File: src/sv/psat_pkg.sv
// shared constants and types for the polygon overlap test
`timescale 1ns / 1ps
package psat_pkg;

  localparam int MAX_VERTS  = 16;
  localparam int COORD_BITS = 16;

  typedef struct packed {
    logic valid;
    logic poly;
    logic first;
  } tag_t;

endpackage

File: src/sv/polygon_sat_overlap_test_unit.sv
// top level: separating axis overlap test of two convex polygons
//
//  channel  dir  tdata                      tuser        tlast
//  s_axis   in   vert_x, vert_y             polygon_id   last_vertex
//  m_axis   out  colliding                  too_many     -
//
// loading accepts one vertex per cycle. per edge axis, the test registers
// the edge normal, scans polygon a then polygon b through one shared
// projection pipeline fed by the rotating vertex chains, drains it and
// checks the intervals; the result then goes into the output register.
// input stalls during the test; a finished word waits in the output
// register. rst is synchronous and clears counts and control.
`timescale 1ns / 1ps
module polygon_sat_overlap_test_unit #(
  parameter int MAX_VERTS  = psat_pkg::MAX_VERTS,
  parameter int COORD_BITS = psat_pkg::COORD_BITS,
  localparam int IN_W  = ((2 * COORD_BITS + 7) / 8) * 8,
  localparam int CNT_W = $clog2(MAX_VERTS + 1)
) (
  input  logic            clk,
  input  logic            rst,
  input  logic            s_axis_tvalid,
  output logic            s_axis_tready,
  input  logic [IN_W-1:0] s_axis_tdata,  // vert_x, vert_y, zero fill
  input  logic            s_axis_tuser,  // polygon_id
  input  logic            s_axis_tlast,
  output logic            m_axis_tvalid,
  input  logic            m_axis_tready,
  output logic [7:0]      m_axis_tdata,  // colliding, zero fill
  output logic            m_axis_tuser   // too_many_vertices
);

  localparam int CW = COORD_BITS;
  localparam int DW = 2 * CW + 2;

  localparam logic [2:0] S_LOAD  = 3'd0;
  localparam logic [2:0] S_EDGE  = 3'd1;
  localparam logic [2:0] S_SCANA = 3'd2;
  localparam logic [2:0] S_SCANB = 3'd3;
  localparam logic [2:0] S_DRAIN = 3'd4;
  localparam logic [2:0] S_CHECK = 3'd5;
  localparam logic [2:0] S_NEXT  = 3'd6;
  localparam logic [2:0] S_RES   = 3'd7;

  logic [2:0]       state;
  logic             poly;
  logic [CNT_W-1:0] axis_cnt, scan_cnt;
  logic             drain;
  logic             ovf, res_hit, res_ovf;
  logic signed [CW:0] nx, ny;

  logic accept, load_a, load_b, clr, rot_a, rot_b;
  logic [CW-1:0] vx, vy;
  logic [CNT_W-1:0] count_a, count_b, n_p;
  logic full_a, full_b;
  logic [CW-1:0] a0x, a0y, a1x, a1y, b0x, b0y, b1x, b1y;
  logic signed [CW:0] ex, ey;
  logic signed [DW-1:0] a_lo, a_hi, b_lo, b_hi;
  psat_pkg::tag_t tag;
  logic sep, out_free;

  assign s_axis_tready = (state == S_LOAD);
  assign accept = s_axis_tvalid && s_axis_tready;
  assign vx = s_axis_tdata[CW-1:0];
  assign vy = s_axis_tdata[2*CW-1:CW];
  assign load_a = accept && !s_axis_tuser;
  assign load_b = accept && s_axis_tuser;
  assign out_free = !m_axis_tvalid || m_axis_tready;
  assign clr = (state == S_RES) && out_free;
  assign rot_a = (state == S_SCANA) || ((state == S_NEXT) && !poly);
  assign rot_b = (state == S_SCANB) || ((state == S_NEXT) && poly);

  psat_chain #(.N(MAX_VERTS), .CW(CW)) u_chain_a (
    .clk(clk), .rst(rst), .load(load_a), .clr(clr), .rot(rot_a),
    .in_x(vx), .in_y(vy), .count(count_a), .full(full_a),
    .h0_x(a0x), .h0_y(a0y), .h1_x(a1x), .h1_y(a1y)
  );

  psat_chain #(.N(MAX_VERTS), .CW(CW)) u_chain_b (
    .clk(clk), .rst(rst), .load(load_b), .clr(clr), .rot(rot_b),
    .in_x(vx), .in_y(vy), .count(count_b), .full(full_b),
    .h0_x(b0x), .h0_y(b0y), .h1_x(b1x), .h1_y(b1y)
  );

  assign n_p = poly ? count_b : count_a;
  assign ex = poly ? ((CW+1)'($signed(b1x)) - (CW+1)'($signed(b0x)))
                   : ((CW+1)'($signed(a1x)) - (CW+1)'($signed(a0x)));
  assign ey = poly ? ((CW+1)'($signed(b1y)) - (CW+1)'($signed(b0y)))
                   : ((CW+1)'($signed(a1y)) - (CW+1)'($signed(a0y)));

  always_comb begin
    tag.valid = (state == S_SCANA) || (state == S_SCANB);
    tag.poly  = (state == S_SCANB);
    tag.first = (scan_cnt == '0);
  end

  psat_proj #(.CW(CW)) u_proj (
    .clk(clk), .rst(rst), .tag(tag), .nx(nx), .ny(ny),
    .vx(tag.poly ? $signed(b0x) : $signed(a0x)),
    .vy(tag.poly ? $signed(b0y) : $signed(a0y)),
    .a_lo(a_lo), .a_hi(a_hi), .b_lo(b_lo), .b_hi(b_hi)
  );

  assign sep = !((a_lo <= b_hi) && (a_hi >= b_lo));

  always_ff @(posedge clk) begin
    if (state == S_EDGE) begin
      nx <= -ey;
      ny <= ex;
    end
  end

  always_ff @(posedge clk) begin
    if (rst) begin
      state         <= S_LOAD;
      ovf           <= 1'b0;
      m_axis_tvalid <= 1'b0;
      poly          <= 1'b0;
      axis_cnt      <= '0;
      scan_cnt      <= '0;
      drain         <= 1'b0;
    end else begin
      if (m_axis_tready && !clr) m_axis_tvalid <= 1'b0;
      case (state)
        S_LOAD: begin
          if (accept) begin
            if ((load_a && full_a) || (load_b && full_b)) ovf <= 1'b1;
            if (load_b && s_axis_tlast) begin
              res_ovf <= ovf || full_b;
              res_hit <= 1'b0;
              poly     <= 1'b0;
              axis_cnt <= '0;
              if (ovf || full_b || count_a == '0) state <= S_RES;
              else state <= S_EDGE;
            end
          end
        end
        S_EDGE: begin
          scan_cnt <= '0;
          state    <= S_SCANA;
        end
        S_SCANA: begin
          if (scan_cnt == count_a - CNT_W'(1)) begin
            scan_cnt <= '0;
            state    <= S_SCANB;
          end else begin
            scan_cnt <= scan_cnt + CNT_W'(1);
          end
        end
        S_SCANB: begin
          if (scan_cnt == count_b - CNT_W'(1)) begin
            drain <= 1'b0;
            state <= S_DRAIN;
          end else begin
            scan_cnt <= scan_cnt + CNT_W'(1);
          end
        end
        S_DRAIN: begin
          drain <= 1'b1;
          if (drain) state <= S_CHECK;
        end
        S_CHECK: begin
          if (sep) begin
            res_hit <= 1'b0;
            state   <= S_RES;
          end else begin
            state <= S_NEXT;
          end
        end
        S_NEXT: begin
          if (axis_cnt == n_p - CNT_W'(1)) begin
            axis_cnt <= '0;
            if (!poly) begin
              poly  <= 1'b1;
              state <= S_EDGE;
            end else begin
              res_hit <= 1'b1;
              state   <= S_RES;
            end
          end else begin
            axis_cnt <= axis_cnt + CNT_W'(1);
            state    <= S_EDGE;
          end
        end
        S_RES: begin
          if (out_free) begin
            m_axis_tvalid <= 1'b1;
            m_axis_tdata  <= {7'b0, res_hit};
            m_axis_tuser  <= res_ovf;
            ovf           <= 1'b0;
            state         <= S_LOAD;
          end
        end
        default: state <= S_LOAD;
      endcase
    end
  end

  a_scan_nonempty: assert property (@(posedge clk) disable iff (rst)
    (state == S_SCANA || state == S_SCANB) |-> (count_a != '0 && count_b != '0))
    else $error("scan with empty polygon");

  a_ovf_no_hit: assert property (@(posedge clk) disable iff (rst)
    (m_axis_tvalid && m_axis_tuser) |-> !m_axis_tdata[0])
    else $error("collision reported with overflow");

  a_cleared: assert property (@(posedge clk) disable iff (rst)
    (state == S_RES && out_free) |=> (count_a == '0 && count_b == '0 && !ovf))
    else $error("state not cleared after result");

endmodule

File: src/sv/psat_cell.sv
// one vertex cell of a rotating vertex chain
`timescale 1ns / 1ps
module psat_cell #(
  parameter int CW = psat_pkg::COORD_BITS
) (
  input  logic          clk,
  input  logic          we,
  input  logic          rot,
  input  logic          tail,
  input  logic [CW-1:0] din_x,
  input  logic [CW-1:0] din_y,
  input  logic [CW-1:0] nb_x,
  input  logic [CW-1:0] nb_y,
  input  logic [CW-1:0] wrap_x,
  input  logic [CW-1:0] wrap_y,
  output logic [CW-1:0] x,
  output logic [CW-1:0] y
);

  always_ff @(posedge clk) begin
    if (we) begin
      x <= din_x;
      y <= din_y;
    end else if (rot) begin
      x <= tail ? wrap_x : nb_x;
      y <= tail ? wrap_y : nb_y;
    end
  end

endmodule

File: src/sv/psat_chain.sv
// vertex chain of one polygon with its fill count
`timescale 1ns / 1ps
module psat_chain #(
  parameter int N  = psat_pkg::MAX_VERTS,
  parameter int CW = psat_pkg::COORD_BITS,
  localparam int CNT_W = $clog2(N + 1)
) (
  input  logic             clk,
  input  logic             rst,
  input  logic             load,
  input  logic             clr,
  input  logic             rot,
  input  logic [CW-1:0]    in_x,
  input  logic [CW-1:0]    in_y,
  output logic [CNT_W-1:0] count,
  output logic             full,
  output logic [CW-1:0]    h0_x,
  output logic [CW-1:0]    h0_y,
  output logic [CW-1:0]    h1_x,
  output logic [CW-1:0]    h1_y
);

  logic [CW-1:0] cx [N];
  logic [CW-1:0] cy [N];

  assign full = (count == CNT_W'(N));

  always_ff @(posedge clk) begin
    if (rst || clr) begin
      count <= '0;
    end else if (load && !full) begin
      count <= count + CNT_W'(1);
    end
  end

  for (genvar i = 0; i < N; i++) begin : g_cell
    logic [CW-1:0] nbx, nby;
    if (i == N - 1) begin : g_end
      assign nbx = cx[0];
      assign nby = cy[0];
    end else begin : g_mid
      assign nbx = cx[i+1];
      assign nby = cy[i+1];
    end
    psat_cell #(.CW(CW)) u_cell (
      .clk    (clk),
      .we     (load && !full && (count == CNT_W'(i))),
      .rot    (rot),
      .tail   (count == CNT_W'(i + 1)),
      .din_x  (in_x),
      .din_y  (in_y),
      .nb_x   (nbx),
      .nb_y   (nby),
      .wrap_x (cx[0]),
      .wrap_y (cy[0]),
      .x      (cx[i]),
      .y      (cy[i])
    );
  end

  assign h0_x = cx[0];
  assign h0_y = cy[0];
  assign h1_x = (count >= CNT_W'(2)) ? cx[1] : cx[0];
  assign h1_y = (count >= CNT_W'(2)) ? cy[1] : cy[0];

endmodule

File: src/sv/psat_proj.sv
// projection pipeline: dot product and running min and max per polygon
`timescale 1ns / 1ps
module psat_proj #(
  parameter int CW = psat_pkg::COORD_BITS,
  localparam int PW = 2 * CW + 1,
  localparam int DW = 2 * CW + 2
) (
  input  logic                 clk,
  input  logic                 rst,
  input  psat_pkg::tag_t       tag,
  input  logic signed [CW:0]   nx,
  input  logic signed [CW:0]   ny,
  input  logic signed [CW-1:0] vx,
  input  logic signed [CW-1:0] vy,
  output logic signed [DW-1:0] a_lo,
  output logic signed [DW-1:0] a_hi,
  output logic signed [DW-1:0] b_lo,
  output logic signed [DW-1:0] b_hi
);

  psat_pkg::tag_t t1, t2;
  logic signed [PW-1:0] px, py;
  logic signed [DW-1:0] d;

  always_ff @(posedge clk) begin
    if (rst) begin
      t1 <= '0;
      t2 <= '0;
    end else begin
      t1 <= tag;
      t2 <= t1;
    end
  end

  always_ff @(posedge clk) begin
    px <= PW'(nx) * PW'(vx);
    py <= PW'(ny) * PW'(vy);
    d  <= DW'(px) + DW'(py);
  end

  always_ff @(posedge clk) begin
    if (t2.valid) begin
      if (!t2.poly) begin
        if (t2.first || d < a_lo) a_lo <= d;
        if (t2.first || d > a_hi) a_hi <= d;
      end else begin
        if (t2.first || d < b_lo) b_lo <= d;
        if (t2.first || d > b_hi) b_hi <= d;
      end
    end
  end

endmodule
File: config.mk
export PLATFORM = sky130hd
export DESIGN_NAME = polygon_sat_overlap_test_unit
export DESIGN_NICKNAME = d
export VERILOG_FILES = /design/src/sv/psat_pkg.sv /design/src/sv/polygon_sat_overlap_test_unit.sv /design/src/sv/psat_cell.sv /design/src/sv/psat_chain.sv /design/src/sv/psat_proj.sv
export SDC_FILE = /design/constraint.sdc
export NUM_CORES = 2
export LEC_CHECK = 0
export BUFFER_PORTS_ARGS = -buffer_cell sky130_fd_sc_hd__buf_4
export CAP_MARGIN = 10
export CORE_ASPECT_RATIO = 1.1
export CORE_MARGIN = 4
export CORE_UTILIZATION = 55
export DETAILED_ROUTE_END_ITERATION = 10
export GPL_TIMING_DRIVEN = 0
export PLACE_DENSITY = 0.71
export SETUP_SLACK_MARGIN = 0.4
export SLEW_MARGIN = 20
export SYNTH_ARGS = -nofsm -noshare
export SYNTH_HDL_FRONTEND = slang
export SYNTH_SLANG_ARGS = --single-unit
File: constraint.sdc
create_clock -name clk -period 18.7 [get_ports clk]
set_input_delay 0 -clock clk [delete_from_list [all_inputs] [get_ports clk]]
set_output_delay 0 -clock clk [all_outputs]
set_load 0.1 [all_outputs]
==> metrics <==
FFs w/ async S/R, synth=0%; CTS Root Cell=clkbuf_16; finished layout cell area=102,000 sq um; total wire length=277 mm; clock slew seen by the registers of the worst setup and hold paths=0.06 ns; RSZ-0062 raised after global routing=no; Initial Util=55.3%; FF/Latch Area=38,600 sq um; Slew Limit Fails=0; Final Setup Violations=0; sequential fraction of the synthesis area=41.9%; EDFF count, synth=1,198; Synth-to-Final Area Change=10.3%; Worst setup SP type=register; Final GP Congestion=0.976; Die ar.=174,000 sq um; status=finished, final reports clean; Synth Area in Compound Gates=9.58%; multi-input logic area=48,100 sq um; skew final=0.0617 ns; main combinational cell family by area after synthesis=adder cells; Hold Path Stages=3; Ys Warns=0; Peak Freq=98.1 MHz; CP most frequent cell=fa_1; Clk Latency, worst-skew pair=0.83 ns; Tmin final=10.20 ns; fraction of layout cells with a size suffix above 1=5.62%; DP Area=96,300 sq um; Final Hold Vio Count=0; antenna violations before repair=18; detailed-route via count=68.6k; DRT Pass-1 Iters=7; R2R Path End=u_proj.py[31]; R2R cell count=30; period utilisation layout=54.5%; adder-cell area share of the yosys netlist=18.7%; Filler cells=13.8k; Via density=5.96; first-pass GRT wire length=418 mm; post-route insts no fill=11.5k; ys flop type=edfxtp_1; syn avg cell area=10.4 sq um; DPL Wire Length=219 mm; Simple-Gate Fraction of Synth Area=10.8%; Worst EP arrival=10.94 ns; R2R setup slack=8.50 ns; H-tree depth=4; Hold Path End=u_chain_a.g_cell[15].u_cell.x[13]; CTS tree=done; vias in the first global route=69.8k; Bufs and invs on worst path=7; Remaining Overflow, GRT=0; Max-slew headroom=10.1%; worst hold start=s_axis_tdata[13]; Die Height=437 microns; DRC errors left=0; max_cap viols=0; Avg WL per Cell=24.1 microns; post-synthesis mux area share=11.0%; CTS sink cnt=1,331; area of the core=167,000 sq um; number of CTS-inserted buffers=148; Max Fanout on Critical Path=10; Setup CP Type=register to register; Overall Global Routing Usage=31.6%; maximum number of pins on one net before global-route repair=33; FF+latch count, synth=1,331; HP Class=input pin to register; Mapped Area=92,100 sq um; XOR/XNOR share of the synthesized area=1.79%; Largest delay share family, worst path=adder cells; Slew @ Worst Pin=1.34 ns; # IOs=49; CTS Buffer Depth=3; placed cells=11.2k; post-cts resize count=0; Crit path largest cell delay=0.84 ns; I/O Buffers=41; DRT iter0 DRCs=6,218; Mapped Cells=8,885; Netlist cell types=85; crit end category=register; reg-to-reg startpoint=state[1]; slowest stage cell on the critical path=nor2_2; Post-DRT Antenna Nets=0; Nets=10.2k; commonest non-fill, non-tap cell in the layout=edfxtp_1; num rows=157; Die Span X=398 microns; final setup TNS=0 ns; most frequent cells in the layout=1,198 x edfxtp_1, 874 x inv_1, 831 x mux2i_1, 800 x nand2_1, 748 x nor2_1; worst path required time=19.44 ns
-- worst max path at each step --
stage,depth (start not counted),endpoint,start,slack (ns)
5_1_grt,30,u_proj.py[31],state[1],8.34
4_1_cts,28,u_proj.px[32],state[1],8.55
3_3_place_gp,30,u_proj.py[31],state[1],8.27
2_1_floorplan,27,u_proj.px[31],state[0],11.43
6_report,30,u_proj.py[31],state[1],8.50
3_5_place_dp,28,u_proj.px[32],state[1],8.57
-- per-layer routing --
layer | wire length, microns | global-route usage (%) | part of all wire [%]
met4 | 17800 | 17.9 | 6.4
met5 | 96 | 0 | 0.035
met3 | 22000 | 5.96 | 7.9
met2 | 133000 | 52.5 | 48
met1 | 104000 | 38.8 | 37
-- cells in the mapped netlist (26+ instances only) --
cell type  count  share of area (%)
a21o_1       113               0.92
a21oi_1      737                4.0
a31oi_1       26               0.18
and2_1       140               0.95
and3_1        36               0.24
clkbuf_1     586                2.4
dfxtp_1      133                2.9
edfxtp_1    1198                 39
fa_1         557                 12
ha_1         484                6.6
inv_1        874                3.6
mux2_1        29               0.35
mux2_2       134                1.6
mux2i_1      833                9.0
nand2_1      818                3.3
nand2b_1      68               0.46
nand3_1       44               0.24
nand4_1       58               0.39
nor2_1       750                3.1
nor2b_1      195                1.3
nor3_1        39               0.21
o21ai_0      518                2.8
o21ai_1       60               0.33
xnor2_1      128                1.2
xor2_1        60               0.57
-- sequential cells by signal (all words and copies together), names as in the netlist, 17 cells and up --
name,cells
u_proj.a_hi,34
u_chain_b.g_cell.u_cell.x,256
u_proj.d,34
u_proj.py,33
nx,17
u_proj.b_hi,34
u_chain_a.g_cell.u_cell.y,256
u_proj.px,33
u_chain_b.g_cell.u_cell.y,256
u_proj.a_lo,34
ny,17
u_chain_a.g_cell.u_cell.x,256
u_proj.b_lo,34
-- final cells by class --
cell class / count / area share [%]
flip-flops and latches: 1331 / 38.0
multi-input cells: 6062 / 47.4
inverters: 875 / 3.23
well taps: 2226 / 2.74
plain buffers: 623 / 2.34
clock inverters: 78 / 0.889
diodes: 7 / 0.0172
repair buffers: 116 / 1.50
clock buffers: 189 / 3.87
-- worst reg2reg max path, delay by kind of cell (launching register included) --
| family | cells | cell delay, ns |
|---|---|---|
| simple gates | 5 | 1.53 |
| xor+xnor | 1 | 0.16 |
| buf+inv | 7 | 2.45 |
| flops | 1 | 0.40 |
| fa+ha+maj | 7 | 3.28 |
| compound gates | 10 | 2.31 |
-- per-stage QoR --
stage | setup WS, ns | util (%) | hold WS [ns]
floorplan | 11.43 | - | 0.0716
global placement | 8.27 | 57.2 | 0.290
detailed placement | 8.57 | 57.8 | 0.285
CTS | 8.55 | 61.0 | 0.00237
global route | 8.34 | 61.0 | 0.0468
finish | 8.50 | 61.0 | 0.0527
-- cell families (layout without fill, tap and decap cells) --
logic type	count (synthesis)	count (layout)
other cells	1	14
flops	1331	1331
fa+ha+maj	1041	1041
buf+inv	1498	1881
xor+xnor	188	188
mux	996	996
simple gates	2228	2228
compound gates	1602	1602
-- repair_timing --
item,4_1_cts,5_1_grt
buffers inserted,0,0
endpoints found under the setup margin,0,0
hold buffers,38,0
hold endpoints to repair,545,0
Power is left out: the tool's default activity adds up to more than one toggle a clock period on the data nets, which glitch-free logic cannot reach.
